**config.mk**
```make
export PLATFORM = sky130hd
export DESIGN_NAME = signed_quotient_remainder_divider_core
export DESIGN_NICKNAME = d
export VERILOG_FILES = /design/src/sqrd_pkg.sv /design/src/sqrd_iter.sv /design/src/signed_quotient_remainder_divider_core.sv
export SDC_FILE = /design/constraint.sdc
export NUM_CORES = 1
export LEC_CHECK = 0
export CORE_ASPECT_RATIO = 1.4
export CORE_MARGIN = 10
export CORE_UTILIZATION = 52
export CTS_CLUSTER_SIZE = 20
export DETAILED_ROUTE_END_ITERATION = 8
export DONT_BUFFER_PORTS = 1
export PLACE_DENSITY = 0.71
export SLEW_MARGIN = 0
export SYNTH_ARGS = -nofsm -noshare
export SYNTH_HDL_FRONTEND = slang
export SYNTH_HIERARCHICAL = 1
export SYNTH_SLANG_ARGS = --single-unit
```
**constraint.sdc**
```tcl
create_clock -name clk -period 7.8 [get_ports clk]
set_input_delay 1.56 -clock clk [delete_from_list [all_inputs] [get_ports clk]]
set_output_delay 1.56 -clock clk [all_outputs]
set_load 0.005 [all_outputs]
```
**src/sqrd_pkg.sv**
```systemverilog
// Shared types and constants for the signed quotient/remainder divider.
// No dependencies; imported by sqrd_iter and the top level.
package sqrd_pkg;

    localparam int DATA_WIDTH = 32;
    localparam int CNT_W      = $clog2(DATA_WIDTH) + 1;

    typedef logic        [DATA_WIDTH-1:0] data_t;
    typedef logic signed [DATA_WIDTH-1:0] sdata_t;
    typedef logic        [CNT_W-1:0]      cnt_t;

    localparam data_t SAT_MAX = {1'b0, {(DATA_WIDTH-1){1'b1}}};

    typedef enum logic [1:0] {
        STATUS_OK       = 2'd0,
        STATUS_DIV_ZERO = 2'd1,
        STATUS_OVERFLOW = 2'd2
    } status_t;

    typedef enum logic [1:0] {
        S_IDLE,
        S_MAG,
        S_DIV,
        S_FIX
    } state_t;

    // Status of the iterative unit toward the sequencer.
    typedef struct packed {
        logic done;
    } iter_stat_t;

endpackage

```
**src/sqrd_iter.sv**
```systemverilog
// Radix-2 restoring division unit over unsigned magnitudes.
// Depends on sqrd_pkg.
module sqrd_iter (
    input  logic                clk,
    input  logic                rst_n,
    input  logic                start,
    input  sqrd_pkg::data_t     dividend_mag,
    input  sqrd_pkg::data_t     divisor_mag,
    output sqrd_pkg::iter_stat_t stat,
    output sqrd_pkg::data_t     quot_mag,
    output sqrd_pkg::data_t     rem_mag
);
    import sqrd_pkg::*;

    // quo_reg shifts dividend bits out at the top and quotient bits in at the bottom.
    data_t rem_reg, rem_next;
    data_t quo_reg, quo_next;
    data_t dsr_reg, dsr_next;
    cnt_t  cnt_reg, cnt_next;
    logic  busy_reg, busy_next;
    logic  done_reg, done_next;

    logic [DATA_WIDTH:0] trial;
    logic [DATA_WIDTH:0] diff;

    always_comb
    begin
        trial     = {rem_reg, quo_reg[DATA_WIDTH-1]};
        diff      = trial - {1'b0, dsr_reg};
        rem_next  = rem_reg;
        quo_next  = quo_reg;
        dsr_next  = dsr_reg;
        cnt_next  = cnt_reg;
        busy_next = busy_reg;
        done_next = 1'b0;
        if (start)
        begin
            rem_next  = '0;
            quo_next  = dividend_mag;
            dsr_next  = divisor_mag;
            cnt_next  = cnt_t'(DATA_WIDTH);
            busy_next = 1'b1;
        end
        else if (busy_reg)
        begin
            // Keep the difference only when no borrow occurred.
            if (!diff[DATA_WIDTH])
            begin
                rem_next = diff[DATA_WIDTH-1:0];
                quo_next = {quo_reg[DATA_WIDTH-2:0], 1'b1};
            end
            else
            begin
                rem_next = trial[DATA_WIDTH-1:0];
                quo_next = {quo_reg[DATA_WIDTH-2:0], 1'b0};
            end
            cnt_next = cnt_reg - cnt_t'(1);
            if (cnt_reg == cnt_t'(1))
            begin
                busy_next = 1'b0;
                done_next = 1'b1;
            end
        end
    end

    always_ff @(posedge clk or negedge rst_n)
    begin
        if (!rst_n)
        begin
            busy_reg <= 1'b0;
            done_reg <= 1'b0;
            cnt_reg  <= '0;
        end
        else
        begin
            busy_reg <= busy_next;
            done_reg <= done_next;
            cnt_reg  <= cnt_next;
        end
    end

    always_ff @(posedge clk)
    begin
        rem_reg <= rem_next;
        quo_reg <= quo_next;
        dsr_reg <= dsr_next;
    end

    assign stat.done = done_reg;
    assign quot_mag  = quo_reg;
    assign rem_mag   = rem_reg;

endmodule

```
**src/signed_quotient_remainder_divider_core.sv**
```systemverilog
// Top level of the signed truncating divider: sequencer, sign handling, output register.
// Depends on sqrd_pkg and sqrd_iter.

// Each word on the request side carries a signed dividend and divisor; each word on the
// response side carries the quotient truncated toward zero, the remainder with the
// dividend's sign, and a status code (ok, divide by zero, quotient overflow). An item
// passes from acceptance to a loaded response in these steps: the sequencer forms
// operand magnitudes, the radix-2 restoring unit produces one quotient bit per cycle,
// the sequencer sees the unit's done flag, and it finishes the sign and loads the
// output once the output register is free. The divider then returns to idle with
// req_ready high. A zero divisor skips the iterations. The divider works on one item
// at a time; req_ready is high while it is idle. A finished response waits in the
// output register, so a new request is taken while the response is still held by a
// stalled consumer. A most-negative dividend over minus one saturates the quotient to
// the largest positive value with a zero remainder and the overflow code.
module signed_quotient_remainder_divider_core (
    input  logic                clk,
    input  logic                rst_n,
    input  logic                req_valid,
    output logic                req_ready,
    input  sqrd_pkg::sdata_t    dividend,
    input  sqrd_pkg::sdata_t    divisor,
    output logic                rsp_valid,
    input  logic                rsp_ready,
    output sqrd_pkg::sdata_t    quotient,
    output sqrd_pkg::sdata_t    remainder,
    output logic [1:0]          status
);
    import sqrd_pkg::*;

    state_t state_reg, state_next;

    // Raw operands, held for the whole item.
    data_t a_reg, a_next;
    data_t b_reg, b_next;

    // Output register.
    logic    out_valid_reg, out_valid_next;
    data_t   q_reg, q_next;
    data_t   r_reg, r_next;
    status_t st_reg, st_next;

    logic       iter_start;
    data_t      a_mag;
    data_t      b_mag;
    iter_stat_t iter_stat;
    data_t      qm;
    data_t      rm;

    logic a_neg;
    logic q_neg;
    logic b_zero;

    assign a_neg  = a_reg[DATA_WIDTH-1];
    assign q_neg  = a_reg[DATA_WIDTH-1] ^ b_reg[DATA_WIDTH-1];
    assign b_zero = (b_reg == '0);

    // Two's complement magnitudes; the most negative value maps to 2^(W-1) unsigned.
    assign a_mag = a_reg[DATA_WIDTH-1] ? (~a_reg + data_t'(1)) : a_reg;
    assign b_mag = b_reg[DATA_WIDTH-1] ? (~b_reg + data_t'(1)) : b_reg;

    sqrd_iter u_iter (
        .clk          (clk),
        .rst_n        (rst_n),
        .start        (iter_start),
        .dividend_mag (a_mag),
        .divisor_mag  (b_mag),
        .stat         (iter_stat),
        .quot_mag     (qm),
        .rem_mag      (rm)
    );

    always_comb
    begin
        state_next     = state_reg;
        a_next         = a_reg;
        b_next         = b_reg;
        out_valid_next = out_valid_reg;
        q_next         = q_reg;
        r_next         = r_reg;
        st_next        = st_reg;
        iter_start     = 1'b0;
        req_ready      = 1'b0;

        // Drop the held response once the consumer takes it.
        if (out_valid_reg && rsp_ready)
        begin
            out_valid_next = 1'b0;
        end

        unique case (state_reg)
            S_IDLE:
            begin
                req_ready = 1'b1;
                if (req_valid)
                begin
                    a_next     = data_t'(dividend);
                    b_next     = data_t'(divisor);
                    state_next = S_MAG;
                end
            end
            S_MAG:
            begin
                // Skip the iterations for a zero divisor.
                if (b_zero)
                begin
                    state_next = S_FIX;
                end
                else
                begin
                    iter_start = 1'b1;
                    state_next = S_DIV;
                end
            end
            S_DIV:
            begin
                if (iter_stat.done)
                begin
                    state_next = S_FIX;
                end
            end
            S_FIX:
            begin
                // Hold until the output register is free.
                if (!out_valid_reg || rsp_ready)
                begin
                    out_valid_next = 1'b1;
                    state_next     = S_IDLE;
                    if (b_zero)
                    begin
                        q_next  = '0;
                        r_next  = '0;
                        st_next = STATUS_DIV_ZERO;
                    end
                    else
                    begin
                        if (!q_neg && qm[DATA_WIDTH-1])
                        begin
                            q_next  = SAT_MAX;
                            st_next = STATUS_OVERFLOW;
                        end
                        else
                        begin
                            q_next  = q_neg ? (~qm + data_t'(1)) : qm;
                            st_next = STATUS_OK;
                        end
                        r_next = a_neg ? (~rm + data_t'(1)) : rm;
                    end
                end
            end
            default:
            begin
                state_next = S_IDLE;
            end
        endcase
    end

    always_ff @(posedge clk or negedge rst_n)
    begin
        if (!rst_n)
        begin
            state_reg     <= S_IDLE;
            out_valid_reg <= 1'b0;
        end
        else
        begin
            state_reg     <= state_next;
            out_valid_reg <= out_valid_next;
        end
    end

    always_ff @(posedge clk)
    begin
        a_reg  <= a_next;
        b_reg  <= b_next;
        q_reg  <= q_next;
        r_reg  <= r_next;
        st_reg <= st_next;
    end

    assign rsp_valid = out_valid_reg;
    assign quotient  = sdata_t'(q_reg);
    assign remainder = sdata_t'(r_reg);
    assign status    = st_reg;

endmodule
```
==> impl_metrics.toml, run 1 <==
[global_routing]
first_global_vias = 10079
antenna_found_initial = 6
overflow = 0
grt_pass1_wl_um = 53680
gr-usage-all-layers_pct = 20.19
grt_max_degree = 68

[power]
p_leak_nw = 5.216
p_int_w = 0.003784
p_switching_w = 0.002592
pwr-share-seq_pct = 39.3
swShare_pct = 40.65
peakVddDrop_mv = 0.2997
power_density_nw_per_um2 = 432.4
clockPowerShare_pct = 18.7
combinationalPowerShare_pct = 42.0

[clock_network]
cts.clk_slew.worst_paths_ns = 0.06
h-tree-depth = 1
numCtsBuffers = 25
clkLatencyLatePin_ns = 0.54
cts_root_buffer = "clkbuf_16"
clock-sinks = 237
postCtsSetupBuffers = 0
cts_resized = 0
clockBufferDepth = 3
postCtsHoldBufs = 0
cts_tree = "built"

[die]
dieArea_um2 = 33510
coreArea_um2 = 26100
start_util_pct = 52.80
dieHeight_um = 212.6
boundaryPins = 136
die_x_um = 157.6
rows = 70

[routing]
ant_nets = 0
avgRoutedWirePerCell_um = 21.19
dr.pass1.iters = 6
via_per_inst = 6.315
routed_wl_um = 34480
drcViolationCount = 0
vias = 10274
drt-initial-drc-count = 810

[placed_design]
io_buffers = 0
hpwl_um = 25400
gp_congestion = 0.8959

[timing]
fmax_ghz = 0.2194
setup_tns_ns = 0
worstMarginPinSlew_ns = 1.141
fin_skew_ns = 0.01503
period_needed_ns = 4.557
rsz0062_at_grt = "false"
max_slew_margin_pct = 23.37
hold_viol_final = 0
fin_crit_sh_pct = 58.43
drv_slew = 0
setup_viol = 0

[critical_path]
r2r_slack_ns = 3.24
r2r-end = "u_iter/rem_mag[26]"
worst-setup-path-type = "flop to flop"
critical_path_arrival_ns = 4.94
reg2reg_from = "b_reg[31]"
crit_path_start_kind = "flop"
endpoint_kind = "flop"
crit_start = "b_reg[31]"
crit_required_ns = 8.18
path_max_fanout = 66
reg2reg_depth = 10

[synth]
synthArstFlopShare_pct = 4.641
ys_top_cells_by_area = "edfxtp_1 (42%), dfxtp_1 (4.6%), xnor2_1 (4.6%)"
synth-edff-count = 194
yosysTopAreaCell = "edfxtp_1"
ys_types = 81
ys_seq_area_share_pct = 48.92
synth_cells = 1320
synth_top_flop_cell = "edfxtp_1"
ys_warn_count = 6
yosysTopAreaCellShare_pct = 42.27
synthesis.area_um2 = 13780
ys_ff_latch = 237
synth.top_cells.by_count = "edfxtp_1 (194), nor2_1 (121), o21ai_0 (75), xnor2_1 (72), nand2_1 (70)"
synth_most_common_cell = "edfxtp_1"
syn-num-nets = 1432
syn_avg_cell_area_um2 = 10.44

[cells_and_area]
synthToLayoutAreaGrowth_pct = 7.009
fin_util_pct = 56.51
fin_nets = 1395
drive_gt1_share_pct = 8.986

[outcome]
status = "complete, no violations"

[hold_path]
worst_hold_path_type = "flop to flop"
holdPathEnd = "u_iter/dsr_reg[0]"
hold_start = "b_reg[0]"
holdPathStages = 0

[flow_run]
drv_cap = 0
[cells by family (layout without fill, tap and decap cells)]
family | count (synthesis) | in the layout | synth area share [%]
and+or+nand+nor | 425 | 425 | 15.90
AOI/OAI and AO/OA | 336 | 336 | 17.05
DFF | 237 | 237 | 48.92
buffers and inverters | 134 | 116 | 4.349
xor gates and xnor gates | 110 | 110 | 6.990
adders and majority gates | 44 | 44 | 4.049
muxes | 34 | 34 | 2.751
other | 0 | 1 | 0
[area by class of cell]
| class | instances | area [um2] |
|---|---|---|
| Clock buffer | 27 | 633.1 |
| Inverter | 60 | 225.2 |
| Sequential cell | 237 | 6743 |
| Antenna cell | 1 | 2.502 |
| Timing Repair Buffer | 10 | 75.07 |
| Tap cell | 324 | 405.4 |
| Fill cell | 2157 | 11350 |
| Multi-Input combinational cell | 949 | 6477 |
| Clock inverter | 19 | 186.4 |
[worst max-delay path, stage by stage, from the launching register on]
cell,delay (ns)
edfxtp_1,1.08
nor4_1,0.14
and2_1,0.22
and4_2,0.22
buf_4,0.29
nor2b_4,0.89
buf_4,0.77
inv_1,0.26
nand2_1,0.17
or3_1,0.14
o221ai_1,0.10
[worst max path at each step]
stage / end / slack, ns / depth (start not counted)
global placement: u_iter/rem_mag[26] / 3.39 / 10
CTS: u_iter/rem_mag[26] / 3.30 / 10
global route: u_iter/rem_mag[27] / 2.86 / 10
detailed placement: u_iter/rem_mag[26] / 3.27 / 10
finish: u_iter/rem_mag[26] / 3.24 / 10
floorplan: u_iter/quot_mag[0] / 3.22 / 12
[per-layer routing]
layer / part of all wire [%] / vias up / routed length [um] / global-route usage (%)
li1: - / 4944 / - / -
met1: 37 / 4874 / 12810 / 20.78
met2: 52 / 333 / 17790 / 36.86
met3: 5.9 / 113 / 2027 / 4.570
met4: 5.2 / 10 / 1791 / 10.99
met5: 0.20 / - / 68 / 0
[per-stage QoR]
stage               cell area [um2]  setup slack, ns  total power [W]  cells  hold WS, ns
finish                        14750            3.243         0.006376   1627       0.4917
global route                  14750            2.857         0.006802   1627       0.4988
CTS                           14750            3.298         0.006375   1626       0.4784
detailed placement            13930            3.274         0.005173   1580       0.4645
global placement              13930            3.394         0.005111   1580       0.4567
floorplan                     13780            3.221         0.004483   1320       0.4419
[power by group through the flow]
stage	logic [W]	clock network, W	registers, W
2_1_floorplan	0.00216	0	0.00232
3_3_place_gp	0.00259	0	0.00252
3_5_place_dp	0.00264	0	0.00253
4_1_cts	0.00265	0.00121	0.00251
5_1_grt	0.00298	0.00125	0.00257
6_report	0.00268	0.00119	0.00251
[layout by cell type (no fill, tap or decap), drive strengths merged, types with 7 or more instances in the layout]
cell type	count
nor4	21
nand4	17
a211oi	14
a31oi	8
or3	28
edfxtp	194
o21bai	7
nor2b	12
xor2	38
o21a	7
buf	10
inv	63
a21o	17
or4	17
o21ai	76
a311oi	37
nand2	70
o41ai	22
clkinv	11
dfxtp	32
xnor2	72
nor2	121
or2	10
nand2b	19
dfrtp	11
nor3	40
a21oi	64
mux2	31
clkbuf	27
ha	43
o211ai	9
o31ai	26
nand3	36
and4	7
No activity file was read; power rests on OpenSTA's default activity.
==> run 2: changes to the inputs <==
clock period = 4.69 ns   (was 7.8 ns; I/O delays follow)
==> run 2 against run 1 <==
Effect of this change:
- count of clock-buffer cells in the layout grew 6
- design area grew 0.51%
- via count decreased by 0.63%
- sequential share of layout area shrank 0.23 points
- global-route usage decreased by 0.17 points
- fmax grew 23%
- highest routed layer unchanged
==> impl_metrics.toml, run 2 (synthesis gave the netlist of run 1 again) <==
[outcome]
status = "complete, no violations"

[timing]
setup_viol = 0
max_slew_margin_pct = 24.86
setup_ws_ns = 0.9971
fmax_ghz = 0.2708
worstMarginPinSlew_ns = 1.119
hold_viol_final = 0
rsz0062_at_grt = "false"
setup_tns_ns = 0
fin_skew_ns = 0.03090
drv_slew = 0
period_needed_ns = 3.693
fin_crit_sh_pct = 78.74

[critical_path]
worst-setup-path-type = "flop to flop"
reg2reg_from = "u_iter/quot_mag[31]"
r2r-end = "u_iter/rem_mag[22]"
endpoint_kind = "flop"
critical_path_arrival_ns = 4.13
r2r_slack_ns = 1.0
crit_path_start_kind = "flop"
reg2reg_depth = 11
crit_required_ns = 5.12
path_max_fanout = 24

[power]
peakVddDrop_mv = 0.5040
finalPower_w = 0.01076
power_density_nw_per_um2 = 726.2
p_leak_nw = 5.257

[routing]
dr.pass1.iters = 5
drt-initial-drc-count = 868
routed_wl_um = 34300
avgRoutedWirePerCell_um = 21.04
via_per_inst = 6.263
vias = 10209
ant_nets = 0
drcViolationCount = 0

[flow_run]
drv_cap = 0

[global_routing]
gr-usage-all-layers_pct = 20.01
grt_pass1_wl_um = 53390
antenna_found_initial = 4
first_global_vias = 9895
overflow = 0
grt_max_degree = 66

[clock_network]
cts.clk_slew.worst_paths_ns = 0.06
postCtsHoldBufs = 0
cts_root_buffer = "clkbuf_16"
postCtsSetupBuffers = 0
cts_tree = "built"
numCtsBuffers = 25
clockBufferDepth = 3
cts_resized = 0
clock-sinks = 237
h-tree-depth = 1
clkLatencyLatePin_ns = 0.55

[die]
dieHeight_um = 212.6
die_x_um = 157.6
dieArea_um2 = 33510
start_util_pct = 52.80
boundaryPins = 136
coreArea_um2 = 26100
rows = 70

[cells_and_area]
stdcell_count = 1630
most-common-layout-cells = "edfxtp_1 (194), nor2_1 (121), o21ai_0 (75)"
synthToLayoutAreaGrowth_pct = 7.554
fin_nets = 1399
drive_gt1_share_pct = 8.972
multi_input_comb_area_um2 = 6470
final_common_cell = "edfxtp_1"
fillers = 2216
final_area_um2 = 14820
register_area_um2 = 6743

[placed_design]
post-place-ws_ns = 1.087
hpwl_um = 25670
place_area_um2 = 13950
gp_congestion = 0.9478
placed_cells = 1584
io_buffers = 0

[hold_path]
worst_hold_path_type = "primary input to asynchronous set/reset pin"
## run 2: worst max-delay path by stage
stage / from / to / slack, ns / depth (start not counted)
3_5_place_dp: u_iter/quot_mag[31] / u_iter/rem_mag[30] / 1.09 / 11
4_1_cts: u_iter/quot_mag[31] / u_iter/rem_mag[22] / 1.05 / 11
2_1_floorplan: b_reg[1] / u_iter/quot_mag[0] / 0.11 / 12
6_report: u_iter/quot_mag[31] / u_iter/rem_mag[22] / 1.0 / 11
5_1_grt: u_iter/quot_mag[31] / u_iter/rem_mag[16] / 0.70 / 11
3_3_place_gp: u_iter/quot_mag[31] / u_iter/rem_mag[30] / 1.16 / 11
## run 2: metrics by stage
| step | utilization, % | hold slack, ns |
|---|---|---|
| 2_1_floorplan | - | 0.4419 |
| 3_3_place_gp | 53.44 | 0.4568 |
| 3_5_place_dp | 53.44 | 0.4552 |
| 4_1_cts | 56.77 | 0.06123 |
| 5_1_grt | 56.78 | 0.06031 |
| 6_report | 56.79 | 0.08371 |
## run 2: metal layers
layer  global-route usage, %  share of wire (%)  up-vias
li1                        -                  -     4949
met1                   21.62                 38     4837
met2                   36.03                 51      332
met3                   3.418                4.9       87
met4                   11.25                5.9        4
met5                       0              0.079        -
## run 2: critical path: stages (launching register included)
cell and delay [ns]:
edfxtp_1 0.47, inv_1 0.07, ha_1 0.23, fa_1 0.42, nor2b_1 0.23, o2111ai_2 0.19
a2111oi_4 0.44, o21bai_2 0.14, nand4_2 0.17, a21o_1 0.72, nand4_1 0.18, a311oi_1 0.31
## run 2: where the power goes
group          internal [W]  switching, W
logic               0.00181       0.00269
clock network       0.00129      0.000807
registers           0.00336      0.000820
total               0.00645       0.00431
## run 2: area by class of cell
type                            count  area share (%)
Multi-Input combinational cell    949           43.65
Sequential cell                   237           45.49
Clock inverter                     11           1.308
Inverter                           60           1.519
Timing Repair Buffer               14          0.7090
Tap cell                          324           2.735
Antenna cell                        2         0.03376
Clock buffer                       33           4.558
==> run 3: changes to the inputs <==
ABC_AREA = 1   (was default)
clock period = 3.75 ns   (was 4.69 ns; I/O delays follow)
==> run 3 against run 2 <==
Effect of this change:
- wire length grew 24%
- first-iteration DRC count shrank 6.6%
- clock skew grew 0.0069 ns
- synthesized cell count grew 56%
- register-to-register slack lost 0.20 ns
- global-route usage grew 3.0 points
- flip-flop and latch count is the same
- die area grew 9.6%
- count of clock-buffer cells in the layout grew 2
- critical endpoint is now u_iter/quot_mag[0]
- largest cell class is now multi-input gates
==> impl_metrics.toml, run 3 <==
[critical_path]
cpPeakStageDelay_ns = 0.47
path_buf_inv = 2
critical_path_arrival_ns = 3.23
worst-setup-path-type = "flop to flop"
worstPathCellList = "inv_1 > ha_1 > fa_1 > inv_1 > nand2_1 > nand2_1 > nand3_1 > nand2_1 > nand2_1 > nand2_2 > nand2_4 > nand2_4 > nand2_2 > nand2_4 > o21ai_0"
crit_top_cell = "nand2_1"
crit_required_ns = 4.03
crit_slowest_cell = "edfxtp_1"
crit_path_start_kind = "flop"
path_max_fanout = 33
endpoint_kind = "flop"
cpLargestDelayFamily = "simple AND/OR/NAND/NOR gates"

[die]
rows = 74
coreArea_um2 = 29070
boundaryPins = 136
start_util_pct = 52.55
die_x_um = 164.9
dieArea_um2 = 36730
dieHeight_um = 222.8

[global_routing]
overflow = 0
grt_max_degree = 70
first_global_vias = 12940
grt_pass1_wl_um = 66250
antenna_found_initial = 0
gr-usage-all-layers_pct = 22.99

[synth]
ys_top_cells_by_area = "edfxtp_1 (38%), nand2_1 (18%), inv_1 (8.0%)"
yosysTopAreaCell = "edfxtp_1"
synth-edff-count = 194
synth_top_flop_cell = "edfxtp_1"
ys_ff_latch = 237
ys_types = 50
syn_avg_cell_area_um2 = 7.420
yosysTopAreaCellShare_pct = 38.13
synthArstFlopShare_pct = 4.641
synth.top_cells.by_count = "nand2_1 (715), inv_1 (325), nor2_1 (204), edfxtp_1 (194), nand3_1 (155)"
synthesis.area_um2 = 15280
synth_cells = 2059
ys_warn_count = 6
syn-num-nets = 2171
ys_seq_area_share_pct = 44.13
synth_most_common_cell = "nand2_1"

[placed_design]
io_buffers = 0
post-place-ws_ns = 0.8417
hpwl_um = 34080
placed_cells = 2408
gp_congestion = 1.003
place_area_um2 = 15590

[routing]
drcViolationCount = 0
vias = 12991
dr.pass1.iters = 7
ant_nets = 0
via_per_inst = 5.296
drt-initial-drc-count = 811
routed_wl_um = 42490
avgRoutedWirePerCell_um = 17.32

[clock_network]
numCtsBuffers = 24
cts.clk_slew.worst_paths_ns = 0.07
cts_tree = "built"
clockBufferDepth = 3
clock-sinks = 237
cts_root_buffer = "clkbuf_16"
cts_resized = 0
h-tree-depth = 1
postCtsHoldBufs = 1
clkLatencyLatePin_ns = 0.56
postCtsSetupBuffers = 0

[cells_and_area]
final_common_cell = "nand2_1"
final_area_um2 = 16380
drive_gt1_share_pct = 4.583
fillers = 2740
n_antenna_cell = 0
fin_nets = 2167
most-common-layout-cells = "nand2_1 (715), inv_1 (324), nor2_1 (201)"
synthToLayoutAreaGrowth_pct = 7.207
fin_util_pct = 56.34
stdcell_count = 2453

[hold_path]
worst_hold_path_type = "primary input to flop"

[timing]
setup_ws_ns = 0.8010
fin_skew_ns = 0.03779
rsz0062_at_grt = "false"
fmax_ghz = 0.3391
setup_viol = 0
setup_tns_ns = 0
hold_viol_final = 0
worstMarginPinSlew_ns = 0.8583
period_needed_ns = 2.949
max_slew_margin_pct = 42.78
fin_crit_sh_pct = 78.64
drv_slew = 0

[power]
p_leak_nw = 7.866
power_density_nw_per_um2 = 939.0
peakVddDrop_mv = 0.5167

[flow_run]
drv_cap = 0

[outcome]
status = "complete, no violations"
-- run 3: changes by cell type in the layout (fill, tap and decap cells not counted), moves of 28 or more --
cell / change
nor2_1: +80
nand2_1: +645
or3_1: -28
xnor2_1: -46
mux2_2: -31
a311oi_1: -37
inv_1: +264
nand3_1: +119
-- run 3: area by class of cell --
class | count | area [um2] | area share [%]
multi-input combinational | 1450 | 7047 | 43.03
tap | 380 | 475.5 | 2.903
clock buffer | 35 | 671.9 | 4.102
sequential | 237 | 6741 | 41.16
clock inverter | 9 | 102.6 | 0.6264
timing repair buffer | 11 | 97.59 | 0.5959
inverter | 331 | 1242 | 7.586
-- run 3: metrics by stage --
| step | total power [W] | hold WS (ns) |
|---|---|---|
| 2_1_floorplan | 0.01090 | 0.4264 |
| 5_1_grt | 0.01681 | 0.2652 |
| 3_3_place_gp | 0.01283 | 0.4378 |
| 3_5_place_dp | 0.01301 | 0.4448 |
| 6_report | 0.01538 | 0.2774 |
| 4_1_cts | 0.01542 | 0.2606 |
-- run 3: kinds of logic (layout without fill, tap and decap cells) --
family          after synthesis  in the layout  share of synthesized area, %
xor+xnor                     68             68                         4.021
fa+ha+maj                    44             44                         3.653
compound gates              147            147                         5.299
flops                       237            237                         44.13
buf+inv                     372            386                         9.902
simple gates               1191           1191                         33.00
-- run 3: worst paths after layout --
kind / startpoint / end / slack [ns] / depth (start not counted)
setup / recovery: u_iter/quot_mag[31] / u_iter/quot_mag[0] / 0.80 / 15
hold / removal: divisor[19] / b_reg[19] / 0.28 / 0
setup reg to reg: u_iter/quot_mag[31] / u_iter/quot_mag[0] / 0.80 / 15
hold reg to reg: b_reg[0] / u_iter/dsr_reg[0] / 0.45 / 0
max in group asynchronous: rst_n / u_iter/cnt_reg[3] / 2.77 / 1
min in group asynchronous: rst_n / u_iter/cnt_reg[0] / 0.61 / 1
-- run 3: layer usage --
layer  global-route usage, %  wire length [um]  share of wire [%]
met1                   22.60             14910                 35
met2                   44.23             23240                 55
met3                   2.295              1624                3.8
met4                   13.97              2724                6.4
met5                       0                 0                  0
-- run 3: power by group --
part | switching [W] | leakage (nW) | internal [W] | total (W)
logic | 0.00522 | 5.24 | 0.00252 | 0.00774
clock network | 0.000995 | 0.378 | 0.00138 | 0.00237
registers | 0.00103 | 2.25 | 0.00424 | 0.00527
